File: src/rtl/core/iprt_pkg.sv
// Shared types, constants and helpers of the IPv6 fragment reassembly tracker.
package iprt_pkg;

   localparam int CONTEXTS          = 16;
   localparam int FRAGS_PER_CONTEXT = 8;

   localparam int IDX_W  = (CONTEXTS > 1) ? $clog2(CONTEXTS) : 1;
   localparam int CNT_W  = $clog2(FRAGS_PER_CONTEXT + 1);
   localparam int RDEPTH = CONTEXTS * FRAGS_PER_CONTEXT;
   localparam int A_W    = (RDEPTH > 1) ? $clog2(RDEPTH) : 1;
   localparam int SUM_W  = 16 + CNT_W;

   localparam logic [2:0] RS_PENDING  = 3'd0;
   localparam logic [2:0] RS_COMPLETE = 3'd1;
   localparam logic [2:0] RS_TBL_FULL = 3'd2;
   localparam logic [2:0] RS_LST_FULL = 3'd3;
   localparam logic [2:0] RS_EXPIRED  = 3'd4;

   localparam logic CMD_FRAG = 1'b0;
   localparam logic CMD_TICK = 1'b1;

   typedef struct packed {
      logic [31:0] ident;
      logic [63:0] dst_lo;
      logic [63:0] dst_hi;
      logic [63:0] src_lo;
      logic [63:0] src_hi;
   } key_type;

   typedef struct packed {
      logic        cmd;
      logic [15:0] frag_offset;
      logic [15:0] data_len;
      logic        more_frags;
      logic [7:0]  next_header;
   } item_type;

   typedef struct packed {
      logic             wr;
      logic [IDX_W-1:0] idx;
   } key_req_type;

   typedef struct packed {
      logic           we;
      logic [A_W-1:0] addr;
      logic [31:0]    wdata;
   } ram_req_type;

   typedef struct packed {
      logic [2:0]  status;
      logic [3:0]  slot;
      logic [16:0] total_length;
      logic [7:0]  out_next_header;
      logic        last;
   } rsp_type;

   typedef enum logic [3:0] {
      S_IDLE, S_SCAN, S_DECIDE, S_CHECK, S_FIND, S_FIND_CMP, S_SHIFT, S_SHIFT_WR,
      S_INSERT, S_WALK, S_WALK_CMP, S_FINISH, S_TICK, S_EMIT, S_OUT
   } st_type;

   function automatic logic [A_W-1:0] rng_addr(logic [IDX_W-1:0] c, logic [CNT_W-1:0] i);
      return A_W'(A_W'(c) * A_W'(FRAGS_PER_CONTEXT) + A_W'(i));
   endfunction

   function automatic logic [3:0] slot_of(logic [IDX_W-1:0] c);
      logic [IDX_W+3:0] w;
      w = {4'd0, c};
      return w[3:0];
   endfunction

endpackage

File: src/rtl/core/iprt_ctrl.sv
// Sequencer: context scan, sorted insert, gap walk, aging and result staging.
module iprt_ctrl (
   input  logic                  clock,
   input  logic                  reset,
   input  logic                  csr_wen,
   input  logic [15:0]           csr_wdata,
   input  logic                  accept,
   input  logic                  accept_cmd,
   input  iprt_pkg::item_type    item,
   output logic                  idle,
   output iprt_pkg::key_req_type key_req,
   input  logic                  key_match,
   output iprt_pkg::ram_req_type ram_req,
   input  logic [31:0]           ram_rdata,
   output logic                  rsp_valid,
   input  logic                  rsp_taken,
   output iprt_pkg::rsp_type     rsp
);
   import iprt_pkg::*;

   st_type state_ff, state_in;

   logic [15:0]      timeout_ff, timeout_in;
   logic             valid_ff [CONTEXTS];
   logic             valid_in [CONTEXTS];
   logic [15:0]      age_ff   [CONTEXTS];
   logic [17:0]      total_ff [CONTEXTS];
   logic [CNT_W-1:0] count_ff [CONTEXTS];
   logic [7:0]       nh_ff    [CONTEXTS];

   logic [IDX_W-1:0] cur_ff, cur_in;
   logic             found_v_ff, found_v_in, free_v_ff, free_v_in;
   logic [IDX_W-1:0] found_ff, found_in, free_ff, free_in;
   logic [CNT_W-1:0] i_ff, i_in, j_ff, j_in, pos_ff, pos_in;
   logic [SUM_W-1:0] sum_ff, sum_in;
   logic             gap_ff, gap_in, tick_ff, tick_in;
   logic [CONTEXTS-1:0] mask_ff, mask_in;
   rsp_type          rsp_ff, rsp_in;

   // per-context write strobes
   logic             ctx_we, alloc_we, age_we, cnt_we;
   logic [IDX_W-1:0] ctx_idx;
   logic [7:0]       nh_wval;
   logic             tot_we;
   logic [17:0]      tot_wval;
   logic [15:0]      age_wval;
   logic [CNT_W-1:0] cnt_wval;

   logic             last_idx;
   logic [15:0]      rd_off, rd_len, age_next;
   logic [CNT_W-1:0] cur_cnt;
   logic [CONTEXTS-1:0] mask_rest;

   assign last_idx  = (32'(cur_ff) == CONTEXTS - 1);
   assign rd_off    = ram_rdata[31:16];
   assign rd_len    = ram_rdata[15:0];
   assign cur_cnt   = count_ff[cur_ff];
   assign age_next  = (age_ff[cur_ff] == 16'hFFFF) ? 16'hFFFF : age_ff[cur_ff] + 16'd1;
   assign mask_rest = mask_ff & ~(CONTEXTS'(1) << cur_ff);

   // next state
   always_comb begin
      state_in = state_ff;
      unique case (state_ff)
         S_IDLE:     if (accept) state_in = (accept_cmd == CMD_TICK) ? S_TICK : S_SCAN;
         S_SCAN:     if (last_idx) state_in = S_DECIDE;
         S_DECIDE:   state_in = (found_v_ff || free_v_ff) ? S_CHECK : S_OUT;
         S_CHECK:    state_in = (32'(cur_cnt) >= FRAGS_PER_CONTEXT) ? S_OUT : S_FIND;
         S_FIND:     state_in = (i_ff == cur_cnt) ? S_SHIFT : S_FIND_CMP;
         S_FIND_CMP: state_in = (item.frag_offset > rd_off) ? S_FIND : S_SHIFT;
         S_SHIFT:    state_in = (j_ff == pos_ff) ? S_INSERT : S_SHIFT_WR;
         S_SHIFT_WR: state_in = S_SHIFT;
         S_INSERT:   state_in = S_WALK;
         S_WALK:     state_in = (i_ff == cur_cnt) ? S_FINISH : S_WALK_CMP;
         S_WALK_CMP: state_in = (SUM_W'(rd_off) > sum_ff) ? S_FINISH : S_WALK;
         S_FINISH:   state_in = S_OUT;
         S_TICK:     if (last_idx) state_in = S_EMIT;
         S_EMIT: begin
            if (mask_ff == '0) state_in = S_IDLE;
            else if (mask_ff[cur_ff]) state_in = S_OUT;
         end
         S_OUT:      if (rsp_taken) state_in = tick_ff ? S_EMIT : S_IDLE;
         default:    state_in = S_IDLE;
      endcase
   end

   // datapath and outputs
   always_comb begin
      timeout_in = csr_wen ? csr_wdata : timeout_ff;
      valid_in   = valid_ff;
      cur_in     = cur_ff;
      found_v_in = found_v_ff;
      found_in   = found_ff;
      free_v_in  = free_v_ff;
      free_in    = free_ff;
      i_in       = i_ff;
      j_in       = j_ff;
      pos_in     = pos_ff;
      sum_in     = sum_ff;
      gap_in     = gap_ff;
      tick_in    = tick_ff;
      mask_in    = mask_ff;
      rsp_in     = rsp_ff;
      ctx_we     = 1'b0;
      alloc_we   = 1'b0;
      age_we     = 1'b0;
      cnt_we     = 1'b0;
      tot_we     = 1'b0;
      ctx_idx    = cur_ff;
      nh_wval    = item.next_header;
      tot_wval   = {1'b1, 17'(item.frag_offset) + 17'(item.data_len)};
      age_wval   = age_next;
      cnt_wval   = cur_cnt + CNT_W'(1);
      key_req    = '{wr: 1'b0, idx: cur_ff};
      ram_req    = '{we: 1'b0, addr: rng_addr(cur_ff, i_ff), wdata: ram_rdata};

      unique case (state_ff)
         S_IDLE: begin
            cur_in     = '0;
            found_v_in = 1'b0;
            free_v_in  = 1'b0;
            mask_in    = '0;
            tick_in    = (accept_cmd == CMD_TICK);
         end
         S_SCAN: begin
            if (valid_ff[cur_ff]) begin
               if (!found_v_ff && key_match) begin
                  found_v_in = 1'b1;
                  found_in   = cur_ff;
               end
            end else if (!free_v_ff) begin
               free_v_in = 1'b1;
               free_in   = cur_ff;
            end
            cur_in = cur_ff + IDX_W'(1);
         end
         S_DECIDE: begin
            if (found_v_ff) begin
               cur_in = found_ff;
            end else if (free_v_ff) begin
               cur_in            = free_ff;
               alloc_we          = 1'b1;
               ctx_idx           = free_ff;
               valid_in[free_ff] = 1'b1;
               key_req           = '{wr: 1'b1, idx: free_ff};
            end else begin
               rsp_in = '{status: RS_TBL_FULL, slot: 4'd0, total_length: 17'd0,
                          out_next_header: 8'd0, last: 1'b1};
            end
         end
         S_CHECK: begin
            i_in = '0;
            if (32'(cur_cnt) >= FRAGS_PER_CONTEXT) begin
               rsp_in = '{status: RS_LST_FULL, slot: slot_of(cur_ff), total_length: 17'd0,
                          out_next_header: nh_ff[cur_ff], last: 1'b1};
            end else begin
               ctx_we = 1'b1;
               tot_we = !item.more_frags;
            end
         end
         S_FIND: begin
            if (i_ff == cur_cnt) begin
               pos_in = i_ff;
               j_in   = cur_cnt;
            end
         end
         S_FIND_CMP: begin
            if (item.frag_offset > rd_off) begin
               i_in = i_ff + CNT_W'(1);
            end else begin
               pos_in = i_ff;
               j_in   = cur_cnt;
            end
         end
         S_SHIFT: begin
            ram_req.addr = rng_addr(cur_ff, j_ff - CNT_W'(1));
         end
         S_SHIFT_WR: begin
            ram_req = '{we: 1'b1, addr: rng_addr(cur_ff, j_ff), wdata: ram_rdata};
            j_in    = j_ff - CNT_W'(1);
         end
         S_INSERT: begin
            ram_req = '{we: 1'b1, addr: rng_addr(cur_ff, pos_ff),
                        wdata: {item.frag_offset, item.data_len}};
            cnt_we  = 1'b1;
            i_in    = '0;
            sum_in  = '0;
            gap_in  = 1'b0;
         end
         S_WALK: begin
         end
         S_WALK_CMP: begin
            if (SUM_W'(rd_off) > sum_ff) begin
               gap_in = 1'b1;
            end else begin
               sum_in = sum_ff + SUM_W'(rd_len);
               i_in   = i_ff + CNT_W'(1);
            end
         end
         S_FINISH: begin
            if (total_ff[cur_ff][17] && !gap_ff) begin
               rsp_in = '{status: RS_COMPLETE, slot: slot_of(cur_ff),
                          total_length: total_ff[cur_ff][16:0],
                          out_next_header: nh_ff[cur_ff], last: 1'b1};
               valid_in[cur_ff] = 1'b0;
            end else begin
               rsp_in = '{status: RS_PENDING, slot: slot_of(cur_ff), total_length: 17'd0,
                          out_next_header: nh_ff[cur_ff], last: 1'b1};
            end
         end
         S_TICK: begin
            if (valid_ff[cur_ff]) begin
               age_we = 1'b1;
               if (age_next >= timeout_ff) begin
                  valid_in[cur_ff] = 1'b0;
                  mask_in[cur_ff]  = 1'b1;
               end
            end
            cur_in = cur_ff + IDX_W'(1);
         end
         S_EMIT: begin
            if (mask_ff != '0) begin
               if (mask_ff[cur_ff]) begin
                  rsp_in = '{status: RS_EXPIRED, slot: slot_of(cur_ff), total_length: 17'd0,
                             out_next_header: nh_ff[cur_ff], last: (mask_rest == '0)};
                  mask_in = mask_rest;
               end
               cur_in = cur_ff + IDX_W'(1);
            end
         end
         S_OUT: begin
         end
         default: begin
         end
      endcase
   end

   always_ff @(posedge clock) begin
      if (reset) begin
         state_ff   <= S_IDLE;
         timeout_ff <= 16'd60;
         for (int c = 0; c < CONTEXTS; c++) valid_ff[c] <= 1'b0;
      end else begin
         state_ff   <= state_in;
         timeout_ff <= timeout_in;
         valid_ff   <= valid_in;
      end
   end

   always_ff @(posedge clock) begin
      cur_ff     <= cur_in;
      found_v_ff <= found_v_in;
      found_ff   <= found_in;
      free_v_ff  <= free_v_in;
      free_ff    <= free_in;
      i_ff       <= i_in;
      j_ff       <= j_in;
      pos_ff     <= pos_in;
      sum_ff     <= sum_in;
      gap_ff     <= gap_in;
      tick_ff    <= tick_in;
      mask_ff    <= mask_in;
      rsp_ff     <= rsp_in;
      if (alloc_we) begin
         total_ff[ctx_idx] <= '0;
         age_ff[ctx_idx]   <= '0;
         count_ff[ctx_idx] <= '0;
         nh_ff[ctx_idx]    <= '0;
      end
      if (ctx_we) nh_ff[ctx_idx] <= nh_wval;
      if (tot_we) total_ff[ctx_idx] <= tot_wval;
      if (age_we) age_ff[ctx_idx] <= age_wval;
      if (cnt_we) count_ff[ctx_idx] <= cnt_wval;
   end

   assign idle      = (state_ff == S_IDLE);
   assign rsp_valid = (state_ff == S_OUT);
   assign rsp       = rsp_ff;
endmodule

File: config.mk
export PLATFORM = sky130hd
export DESIGN_NAME = iprt_ctrl
export DESIGN_NICKNAME = d
export VERILOG_FILES = /design/src/rtl/core/iprt_pkg.sv /design/src/rtl/core/iprt_ctrl.sv
export SDC_FILE = /design/constraint.sdc
export NUM_CORES = 1
export LEC_CHECK = 0
export BUFFER_PORTS_ARGS = -buffer_cell sky130_fd_sc_hd__buf_2
export CORE_MARGIN = 4
export CORE_UTILIZATION = 55
export CTS_BUF_LIST = sky130_fd_sc_hd__clkbuf_4 sky130_fd_sc_hd__clkbuf_8
export DETAILED_ROUTE_END_ITERATION = 8
export GPL_ROUTABILITY_DRIVEN = 0
export PLACE_DENSITY = 0.72
export SLEW_MARGIN = 10
export SYNTH_ARGS = -nofsm -noshare
export SYNTH_HDL_FRONTEND = slang
export SYNTH_SLANG_ARGS = --single-unit
File: constraint.sdc
create_clock -name clock -period 9.61 [get_ports clock]
set_input_delay 0.961 -clock clock [delete_from_list [all_inputs] [get_ports clock]]
set_output_delay 0.961 -clock clock [all_outputs]
set_load 0.03 [all_outputs]
Word level (Yosys, flattened, before mapping):

Memory sizes are Yosys's and may differ from the RTL's. A register that Yosys moved wholly into a read port is not among the register bits.
Index checks and enable logic that the tools add are counted.

* $add $sub $neg: 11
* equality and inequality tests: 40
* $lt $le $gt $ge: 10
* multiplexer cells: 104
* reduce and logical (&&, ||, !) cells: 39
* shifts and indexed selects: 1
* bitwise operators: 13

Operators by type and width (number)
* $mux 16: 11
* $mux 33: 5
* $pmux 33 s4: 1
* $mux 4: 27
* $pmux 16 s3: 2
* $pmux 4 s15: 1
* $ne 2x2->1 const B: 20
* $pmux 20 s2: 1
* $and 16x16->16: 2
* $eq 4x4->1 const B: 8
* $logic_not 16->1: 2
* $mux 1: 32
* $mux 32: 1
* $not 16->16: 2
* $or 16x16->16: 2
* $mux 31: 1
* $add 7x4->7: 4
* $pmux 4 s3: 2
* $pmux 7 s3: 1
* $add 20x16->20: 1
* $gt 16x20->1: 1
* $mux 20: 1
* $mux 18: 1
* $add 16x16->17: 1
* other kinds (42): 88

* bits of input ports: 97
* memories kept: 4
* register bits: 133
* output and inout port bits: 80
* bits in writable memories: 736

Memory list
* total_ff: words 16, bits a word 18, rd ports 1, clocked after memory_dff 1, write ports 1, RTL line iprt_ctrl.sv:27 `logic [17:0] total_ff [CONTEXTS];`
* age_ff: words 16, bits a word 16, rd ports 1, clocked after memory_dff 1, write ports 1, RTL line iprt_ctrl.sv:26 `logic [15:0] age_ff [CONTEXTS];`
* nh_ff: words 16, bits a word 8, rd ports 1, clocked after memory_dff 1, write ports 1, RTL line iprt_ctrl.sv:29 `logic [7:0] nh_ff [CONTEXTS];`
* count_ff: words 16, bits a word 4, rd ports 1, clocked after memory_dff 1, write ports 1, RTL line iprt_ctrl.sv:28 `logic [CNT_W-1:0] count_ff [CONTEXTS];`

Logic depth before layout (Yosys ltp):

Gate-level depths: netlist of run 1.

* depth after elaboration: 10
* depth in mapped cells: 20

Worst setup path before layout of run 1:

OpenSTA, ideal clock, no wires.

* kind: reg2reg
* from: register (tool-made name)
* to: register mask_ff[0], enable pin
* data required time: 9.145 ns
* buffers on the path: 3
* arrival: 4.380 ns
* clock period less this slack: 4.845 ns
* library setup time: 0.465 ns
* setup slack: 4.765 ns
* cell stages (with the launch flop): 20
* path through: dfxtp_1 buf_6 buf_6 mux4_1 a22oi_1 nand2_1 ha_1 nand3_1 nor2_1 nand3_2 buf_2 nand2_1 ha_1 a21o_1 a2111oi_0 o21ai_0 a2111oi_0 nor3_1 a21oi_1 o21ai_0

RTL lines
* to (signal assigned): RTL line iprt_ctrl.sv:262 `mask_ff <= mask_in;`
* to (decl): RTL line iprt_ctrl.sv:37 `logic [CONTEXTS-1:0] mask_ff, mask_in;`

==> flow_metrics.env, run 1 <==
export IMPL_synthTopCellsByArea="edfxtp_1 65%, mux4_2 12%, ha_1 3.0%, nor2_1 2.1%, dfxtp_1 2.1%"
export IMPL_path_delay_family="compound AO/OA/AOI/OAI gates"
export IMPL_cp_end_kind="flip-flop"
export IMPL_arrival_ns=7.09
export IMPL_io_pins=177
export IMPL_portBuffers=175
export IMPL_vias=22400
export IMPL_leakage_nw=13.7
export IMPL_grt_pass1_wl_um=138000
export IMPL_setup_viol=0
export IMPL_wl_met1_um=35500
export IMPL_slowest_stage="dfxtp_4"
export IMPL_synth_top_area_share_pct=65.0
export IMPL_final_setup_tns_ns=0
export IMPL_nNetsFinal=2817
export IMPL_fillers=4933
export IMPL_seqCellArea_mm2=0.0258
export IMPL_min_period_ns=6.40
export IMPL_syn_area_per_cell_um2=16.3
export IMPL_final_common_cell="edfxtp_1"
export IMPL_rows=96
export IMPL_synthesis_area_mm2=0.0385
export IMPL_tightest_slew_ns=1.18
export IMPL_maxSlewHeadroom_pct=21.5
export IMPL_clk_pin_slew_ns=0.07
export IMPL_grt_max_degree=63
export IMPL_grt_pass1_vias=22800
export IMPL_seq_area_frac_synth_pct=67.1
export IMPL_dr_pass1_iters=8
export IMPL_synthToLayoutAreaGrowth_pct=12.3
export IMPL_clkSinkCount=873
export IMPL_syn_num_nets=2557
export IMPL_ys_types=82
export IMPL_cts_hold_buf=0
export IMPL_r2r_setup_slack_ns=3.21
export IMPL_multi_input_area_mm2=0.0119
export IMPL_hold_path_class="in2reg"
export IMPL_top_layer="met4"
export IMPL_grt_ovfl_total=0
export IMPL_grt_use_total_pct=24.8
export IMPL_cts_inserted_buffers=143
export IMPL_async_reset_ff_share_pct=0
export IMPL_dr_wl_met3_um=6910
export IMPL_drcViolationCount=0
export IMPL_yosysWarnings=0
export IMPL_finalHoldViolCount=0
export IMPL_viasPerCell=6.12
export IMPL_cts_resized_gates=0
export IMPL_start_util_pct=55.8
export IMPL_crit_type="reg2reg"
export IMPL_cts_tree="yes"
export IMPL_clk_insertion_delay_late_ns=0.76
export IMPL_fmax_mhz=156
export IMPL_synthCells=2365
export IMPL_cts_root_buf="clkbuf_8"
export IMPL_crit_path_end="valid_ff[12]$_SDFFE_PP0P_"
export IMPL_cp_depth=17
export IMPL_chipWidth_um=272
export IMPL_powerDensity_mw_per_mm2=252
export IMPL_worstPathRequired_ns=10.30
export IMPL_holdWs_ns=0.429
export IMPL_clockBufferDepth=3
export IMPL_die_y_um=272
export IMPL_antenna_found_initial=1
export IMPL_report_final_slew_viol_count=0
export IMPL_final_cell_mix="833 x edfxtp_1, 211 x mux4_2, 185 x nor2_1"
export IMPL_ir_worst_vdd_mv=0.151
export IMPL_cp_num_buf_inv=1
export IMPL_htreeDepth=4
export IMPL_post_cts_buffers=0
export IMPL_synth_edf_count=833
export IMPL_startpoint_type="flip-flop"
export IMPL_dr_wl_met2_um=46300
export IMPL_rsz0062_at_grt="false"
export IMPL_reg2reg_depth=17
export IMPL_drt_iter0_drc=2305
export IMPL_ant_nets=0
export IMPL_drive_gt1_share_pct=26.3
export IMPL_ys_ff_latch=873
export IMPL_fin_skew_ns=0.0328
export IMPL_wire_per_inst_um=24.9
export IMPL_post_route_period_util_pct=66.6
export IMPL_status="complete, no violations"
export IMPL_maxCapViolations=0
export IMPL_reg2reg_to="valid_ff[12]$_SDFFE_PP0P_"
export IMPL_hpwl_um=57200
export IMPL_post_route_util_pct=62.7
export IMPL_drt_total_wl_um=91400
export IMPL_slowest_delay_ns=0.93
export IMPL_die_area_mm2=0.0742
export IMPL_synth_flop_cell="edfxtp_1"
export IMPL_yosys_area_top_type="edfxtp_1"
export IMPL_core_mm2=0.0689
export IMPL_crit_path_cell_trace="buf_4 > mux4_2 > a22oi_1 > nand2_1 > nand4_1 > nor2_1 > nand3_2 > nand2_1 > ha_1 > and4_1 > a2111oi_0 > o21ai_0 > a2111oi_0 > o31a_1 > nand2b_1 > o311ai_0 > o21ai_0"
export IMPL_cp_max_fo=44
[worst reg2reg max path, delay by kind of cell, from the launching register on]
family / cells / cell delay, ns
fa+ha+maj: 1 / 0.32
compound gates: 7 / 2.38
mux: 1 / 0.62
simple gates: 7 / 1.37
buf+inv: 1 / 0.70
flops: 1 / 0.93
[stage by stage]
step	setup slack [ns]	cell area, um^2	power, mW	instances
2_1_floorplan	4.77	38500	6.89	2365
3_3_place_gp	3.36	40400	7.65	3411
3_5_place_dp	3.23	40400	7.73	3411
4_1_cts	3.20	43200	10.9	3662
5_1_grt	2.70	43200	11.4	3663
6_report	3.21	43200	10.9	3663
[how the worst min path moves through the flow]
stage	startpoint	endpoint	slack (ns)	cells past startpoint
2_1_floorplan	i_ff[3]$_SDFFCE_PP0P_	pos_ff[3]$_DFFE_PP_	0.43	0
3_3_place_gp	valid_ff[2]$_SDFFE_PP0P_	valid_ff[2]$_SDFFE_PP0P_	0.46	2
3_5_place_dp	valid_ff[6]$_SDFFE_PP0P_	valid_ff[6]$_SDFFE_PP0P_	0.48	2
4_1_cts	csr_wdata[4]	timeout_ff[4]$_SDFFE_PP1P_	0.37	3
5_1_grt	csr_wdata[5]	timeout_ff[5]$_SDFFE_PP1P_	0.40	3
6_report	csr_wdata[4]	timeout_ff[4]$_SDFFE_PP1P_	0.43	3
[flip-flops by register name (all words and copies together) (netlist names), 16 cells and up, named ones only]
signal	flops
mask_ff	16
count_ff	64
rsp	33
valid_ff	16
timeout_ff	16
sum_ff	20
nh_ff	128
total_ff	288
age_ff	256
[power breakdown]
group | switching [mW] | internal (mW) | total (mW)
combinational | 1.90 | 1.14 | 3.04
clock | 1.44 | 1.75 | 3.19
sequential | 0.267 | 4.37 | 4.64
[synth_stat cells (35+ instances only)]
cell / count
nor2_1: 218
edfxtp_1: 833
clkbuf_1: 47
xnor2_1: 35
nand2_1: 167
o21ai_0: 80
ha_1: 93
mux4_2: 211
dfxtp_1: 40
inv_1: 79
a21oi_1: 82
nor2b_1: 37
[layer usage]
| metal | vias up | global-route usage, % |
|---|---|---|
| met1 | 11400 | 33.3 |
| met2 | 1036 | 41.4 |
| met5 | - | 0 |
| met4 | 0 | 8.63 |
| li1 | 9812 | - |
| met3 | 200 | 4.27 |
[kinds of logic (layout without fill, tap and decap cells)]
group	Yosys count	count (layout)	synth area share, %
DFF	873	873	67.1
and+or+nand+nor	589	589	7.03
AOI/OAI and AO/OA	309	309	5.13
muxes	254	254	13.9
buffers and inverters	189	555	2.48
adders and majority gates	95	95	3.13
xor gates and xnor gates	56	56	1.27
other	0	1	0
[final cells by class]
class	count	share of cell area (%)
multi-input cells	1303	27.4
well taps	931	2.70
clock inverters	65	1.11
diodes	1	0.00579
inverters	80	0.695
clock buffers	186	5.42
flip-flops and latches	873	59.8
repair buffers	224	2.88
No activity file was read; power rests on OpenSTA's default activity.
==> run 2, diff against run 1 <==
--- a/config.mk
+++ b/config.mk
@@ -5,13 +5,14 @@
 export SDC_FILE = /design/constraint.sdc
 export NUM_CORES = 1
 export LEC_CHECK = 0
+export ABC_AREA = 1
 export BUFFER_PORTS_ARGS = -buffer_cell sky130_fd_sc_hd__buf_2
 export CORE_MARGIN = 4
 export CORE_UTILIZATION = 55
 export CTS_BUF_LIST = sky130_fd_sc_hd__clkbuf_4 sky130_fd_sc_hd__clkbuf_8
 export DETAILED_ROUTE_END_ITERATION = 8
 export GPL_ROUTABILITY_DRIVEN = 0
-export PLACE_DENSITY = 0.72
+export PLACE_DENSITY = 0.74
 export SLEW_MARGIN = 10
 export SYNTH_ARGS = -nofsm -noshare
 export SYNTH_HDL_FRONTEND = slang
==> constraint.sdc (replaced) <==
create_clock -name clock -period 5.65 [get_ports clock]
set_input_delay 0.565 -clock clock [delete_from_list [all_inputs] [get_ports clock]]
set_output_delay 0.565 -clock clock [all_outputs]
set_load 0.03 [all_outputs]
==> run 2 against run 1 <==
  * Die area increased by 3.6%
  * Cell area increased by 3.0%
  * Clock skew increased by 0.014 ns
  * Sequential power grew 66%
  * Final cell count up 36%
  * Critical endpoint is now valid_ff[8]$_SDFFE_PP0P_
  * Largest power group unchanged
==> flow_metrics.env, run 2 <==
export IMPL_die_area_mm2=0.0769
export IMPL_die_y_um=277
export IMPL_top_register="total_ff"
export IMPL_nNetsFinal=4107
export IMPL_cp_end_kind="flip-flop"
export IMPL_tightest_slew_ns=1.26
export IMPL_portBuffers=175
export IMPL_core_mm2=0.0717
export IMPL_wire_per_inst_um=20.3
export IMPL_path_delay_family="simple AND/OR/NAND/NOR gates"
export IMPL_grt_ovfl_total=0
export IMPL_synthToLayoutAreaGrowth_pct=11.6
export IMPL_syn_num_nets=3898
export IMPL_synthTopCellsByCount="833 x edfxtp_1, 681 x nand2_1, 524 x nor2_1"
export IMPL_cpMostUsedCell="nand3_1"
export IMPL_largest_register_ffs=288
export IMPL_powerDensity_mw_per_mm2=413
export IMPL_seqCellArea_mm2=0.0258
export IMPL_fin_skew_ns=0.0463
export IMPL_setup_viol=0
export IMPL_start_util_pct=55.6
export IMPL_min_period_ns=5.09
export IMPL_cts_hold_buf=8
export IMPL_synth_top_area_share_pct=62.7
export IMPL_synth_top_family_by_area="simple AND/OR/NAND/NOR gates"
export IMPL_async_reset_ff_share_pct=0
export IMPL_maxCapViolations=0
export IMPL_maxSlewHeadroom_pct=16.1
export IMPL_chipWidth_um=277
export IMPL_slowest_delay_ns=0.59
export IMPL_cts_root_buf="clkbuf_8"
export IMPL_arrival_ns=5.82
export IMPL_rsz0062_at_grt="false"
export IMPL_holdWs_ns=0.0738
export IMPL_synth_simple_area_share_pct=14.8
export IMPL_antenna_found_initial=2
export IMPL_synth_flop_cell="edfxtp_1"
export IMPL_final_setup_tns_ns=0
export IMPL_viasPerCell=5.79
export IMPL_drt_total_wl_um=101000
export IMPL_clk_pin_slew_ns=0.07
export IMPL_post_cts_buffers=0
export IMPL_ys_ff_latch=873
export IMPL_min_delay_start="csr_wdata[10]"
export IMPL_fillers=5583
export IMPL_cts_tree="yes"
export IMPL_synthMuxAreaShare_pct=0
export IMPL_drt_iter0_drc=3289
export IMPL_vias=28800
export IMPL_drive_gt1_share_pct=14.2
export IMPL_post_route_period_util_pct=90.1
export IMPL_total_power_mw=18.4
export IMPL_seq_area_frac_synth_pct=64.7
export IMPL_startpoint_type="flip-flop"
export IMPL_dr_pass1_iters=6
export IMPL_synth_compound_area_share_pct=11.9
export IMPL_yosys_area_share_adder_pct=3.02
export IMPL_synthTopCellsByArea="edfxtp_1 63%, nand2_1 6.4%, nor2_1 4.9%, o21ai_0 4.0%, a21oi_1 3.4%"
export IMPL_final_cell_mix="833 x edfxtp_1, 681 x nand2_1, 491 x nor2_1"
export IMPL_report_final_slew_viol_count=0
export IMPL_grt_max_degree=229
export IMPL_yosysMostFrequentCell="edfxtp_1"
export IMPL_fmax_mhz=196
export IMPL_worstPathRequired_ns=6.38
export IMPL_drcViolationCount=0
export IMPL_ys_types=53
export IMPL_largestRegisters="total_ff x288, age_ff x256, nh_ff x128"
export IMPL_synthCells=3706
export IMPL_grt_pass1_vias=27200
export IMPL_hpwl_um=59900
export IMPL_ir_worst_vdd_mv=0.362
export IMPL_yosysWarnings=0
export IMPL_hold_path_class="in2reg"
export IMPL_cts_resized_gates=0
export IMPL_final_common_cell="edfxtp_1"
export IMPL_ant_nets=0
export IMPL_clk_insertion_delay_late_ns=0.80
export IMPL_io_pins=177
export IMPL_status="complete, no violations"
export IMPL_htreeDepth=4
export IMPL_finalHoldViolCount=0
export IMPL_slowest_stage="nand2_1"
export IMPL_synth_edf_count=833
export IMPL_rows=98
export IMPL_synth_xor_xnor_area_share_pct=0.571
export IMPL_synthesis_area_mm2=0.0399
export IMPL_cp_max_fo=54
export IMPL_clockBufferDepth=3
export IMPL_cts_inserted_buffers=143
export IMPL_leakage_nw=17.3
export IMPL_crit_type="reg2reg"
export IMPL_clkSinkCount=873
export IMPL_grt_use_total_pct=25.7
export IMPL_yosys_area_top_type="edfxtp_1"
export IMPL_syn_area_per_cell_um2=10.8
export IMPL_grt_pass1_wl_um=155000
export IMPL_multi_input_area_mm2=0.0122
export IMPL_cp_num_buf_inv=5
## run 2: power breakdown
part	switching (mW)	total [mW]	internal [mW]
logic	3.73	5.25	1.51
registers	0.267	7.71	7.44
clock network	2.50	5.44	2.94
## run 2: tightest hold or removal path, stage by stage
cell     delay (ns)
buf_2          0.08
o21ai_0        0.07
a21oi_1        0.10
## run 2: area by class of cell
class,instances,share of cell area [%]
inverters,239,2.06
clock inverters,63,1.00
multi-input cells,2400,27.3
diodes,2,0.0112
well taps,950,2.67
repair buffers,258,3.55
flip-flops and latches,873,58.0
clock buffers,193,5.35
## run 2: routing by layer
layer  GRT usage [%]  vias up  wire (um)
met3            5.07      181       9680
met2            40.4     1425      47000
met1            36.7    13700      41900
met4            7.97        0       2280
met5               0        -          0
li1                -    13500          -
## run 2: path summary, 6_finish.rpt
check	depth (start not counted)	slack [ns]	end
setup / recovery	25	0.56	valid_ff[8]$_SDFFE_PP0P_
hold / removal	3	0.07	timeout_ff[10]$_SDFFE_PP0P_
setup reg to reg	25	0.56	valid_ff[8]$_SDFFE_PP0P_
hold reg to reg	2	0.47	timeout_ff[12]$_SDFFE_PP0P_
## run 2: kinds of logic (layout without fill, tap and decap cells)
group,Yosys count,after routing
compound gates,825,825
xor+xnor,26,26
fa+ha+maj,95,95
buf+inv,433,753
flops,873,873
other cells,0,2
simple gates,1454,1454
## run 2: through the flow
step                      utilization (%)  worst slack [ns]  cells  instance area (um^2)
after floorplan                         -              1.61   3706                 39900
after global placement               58.0             0.801   4712                 41600
after detailed placement             58.0             0.619   4712                 41600
after CTS                            62.1             0.611   4976                 44500
after global routing                 62.1            0.0709   4978                 44500
final                                62.1             0.560   4978                 44500
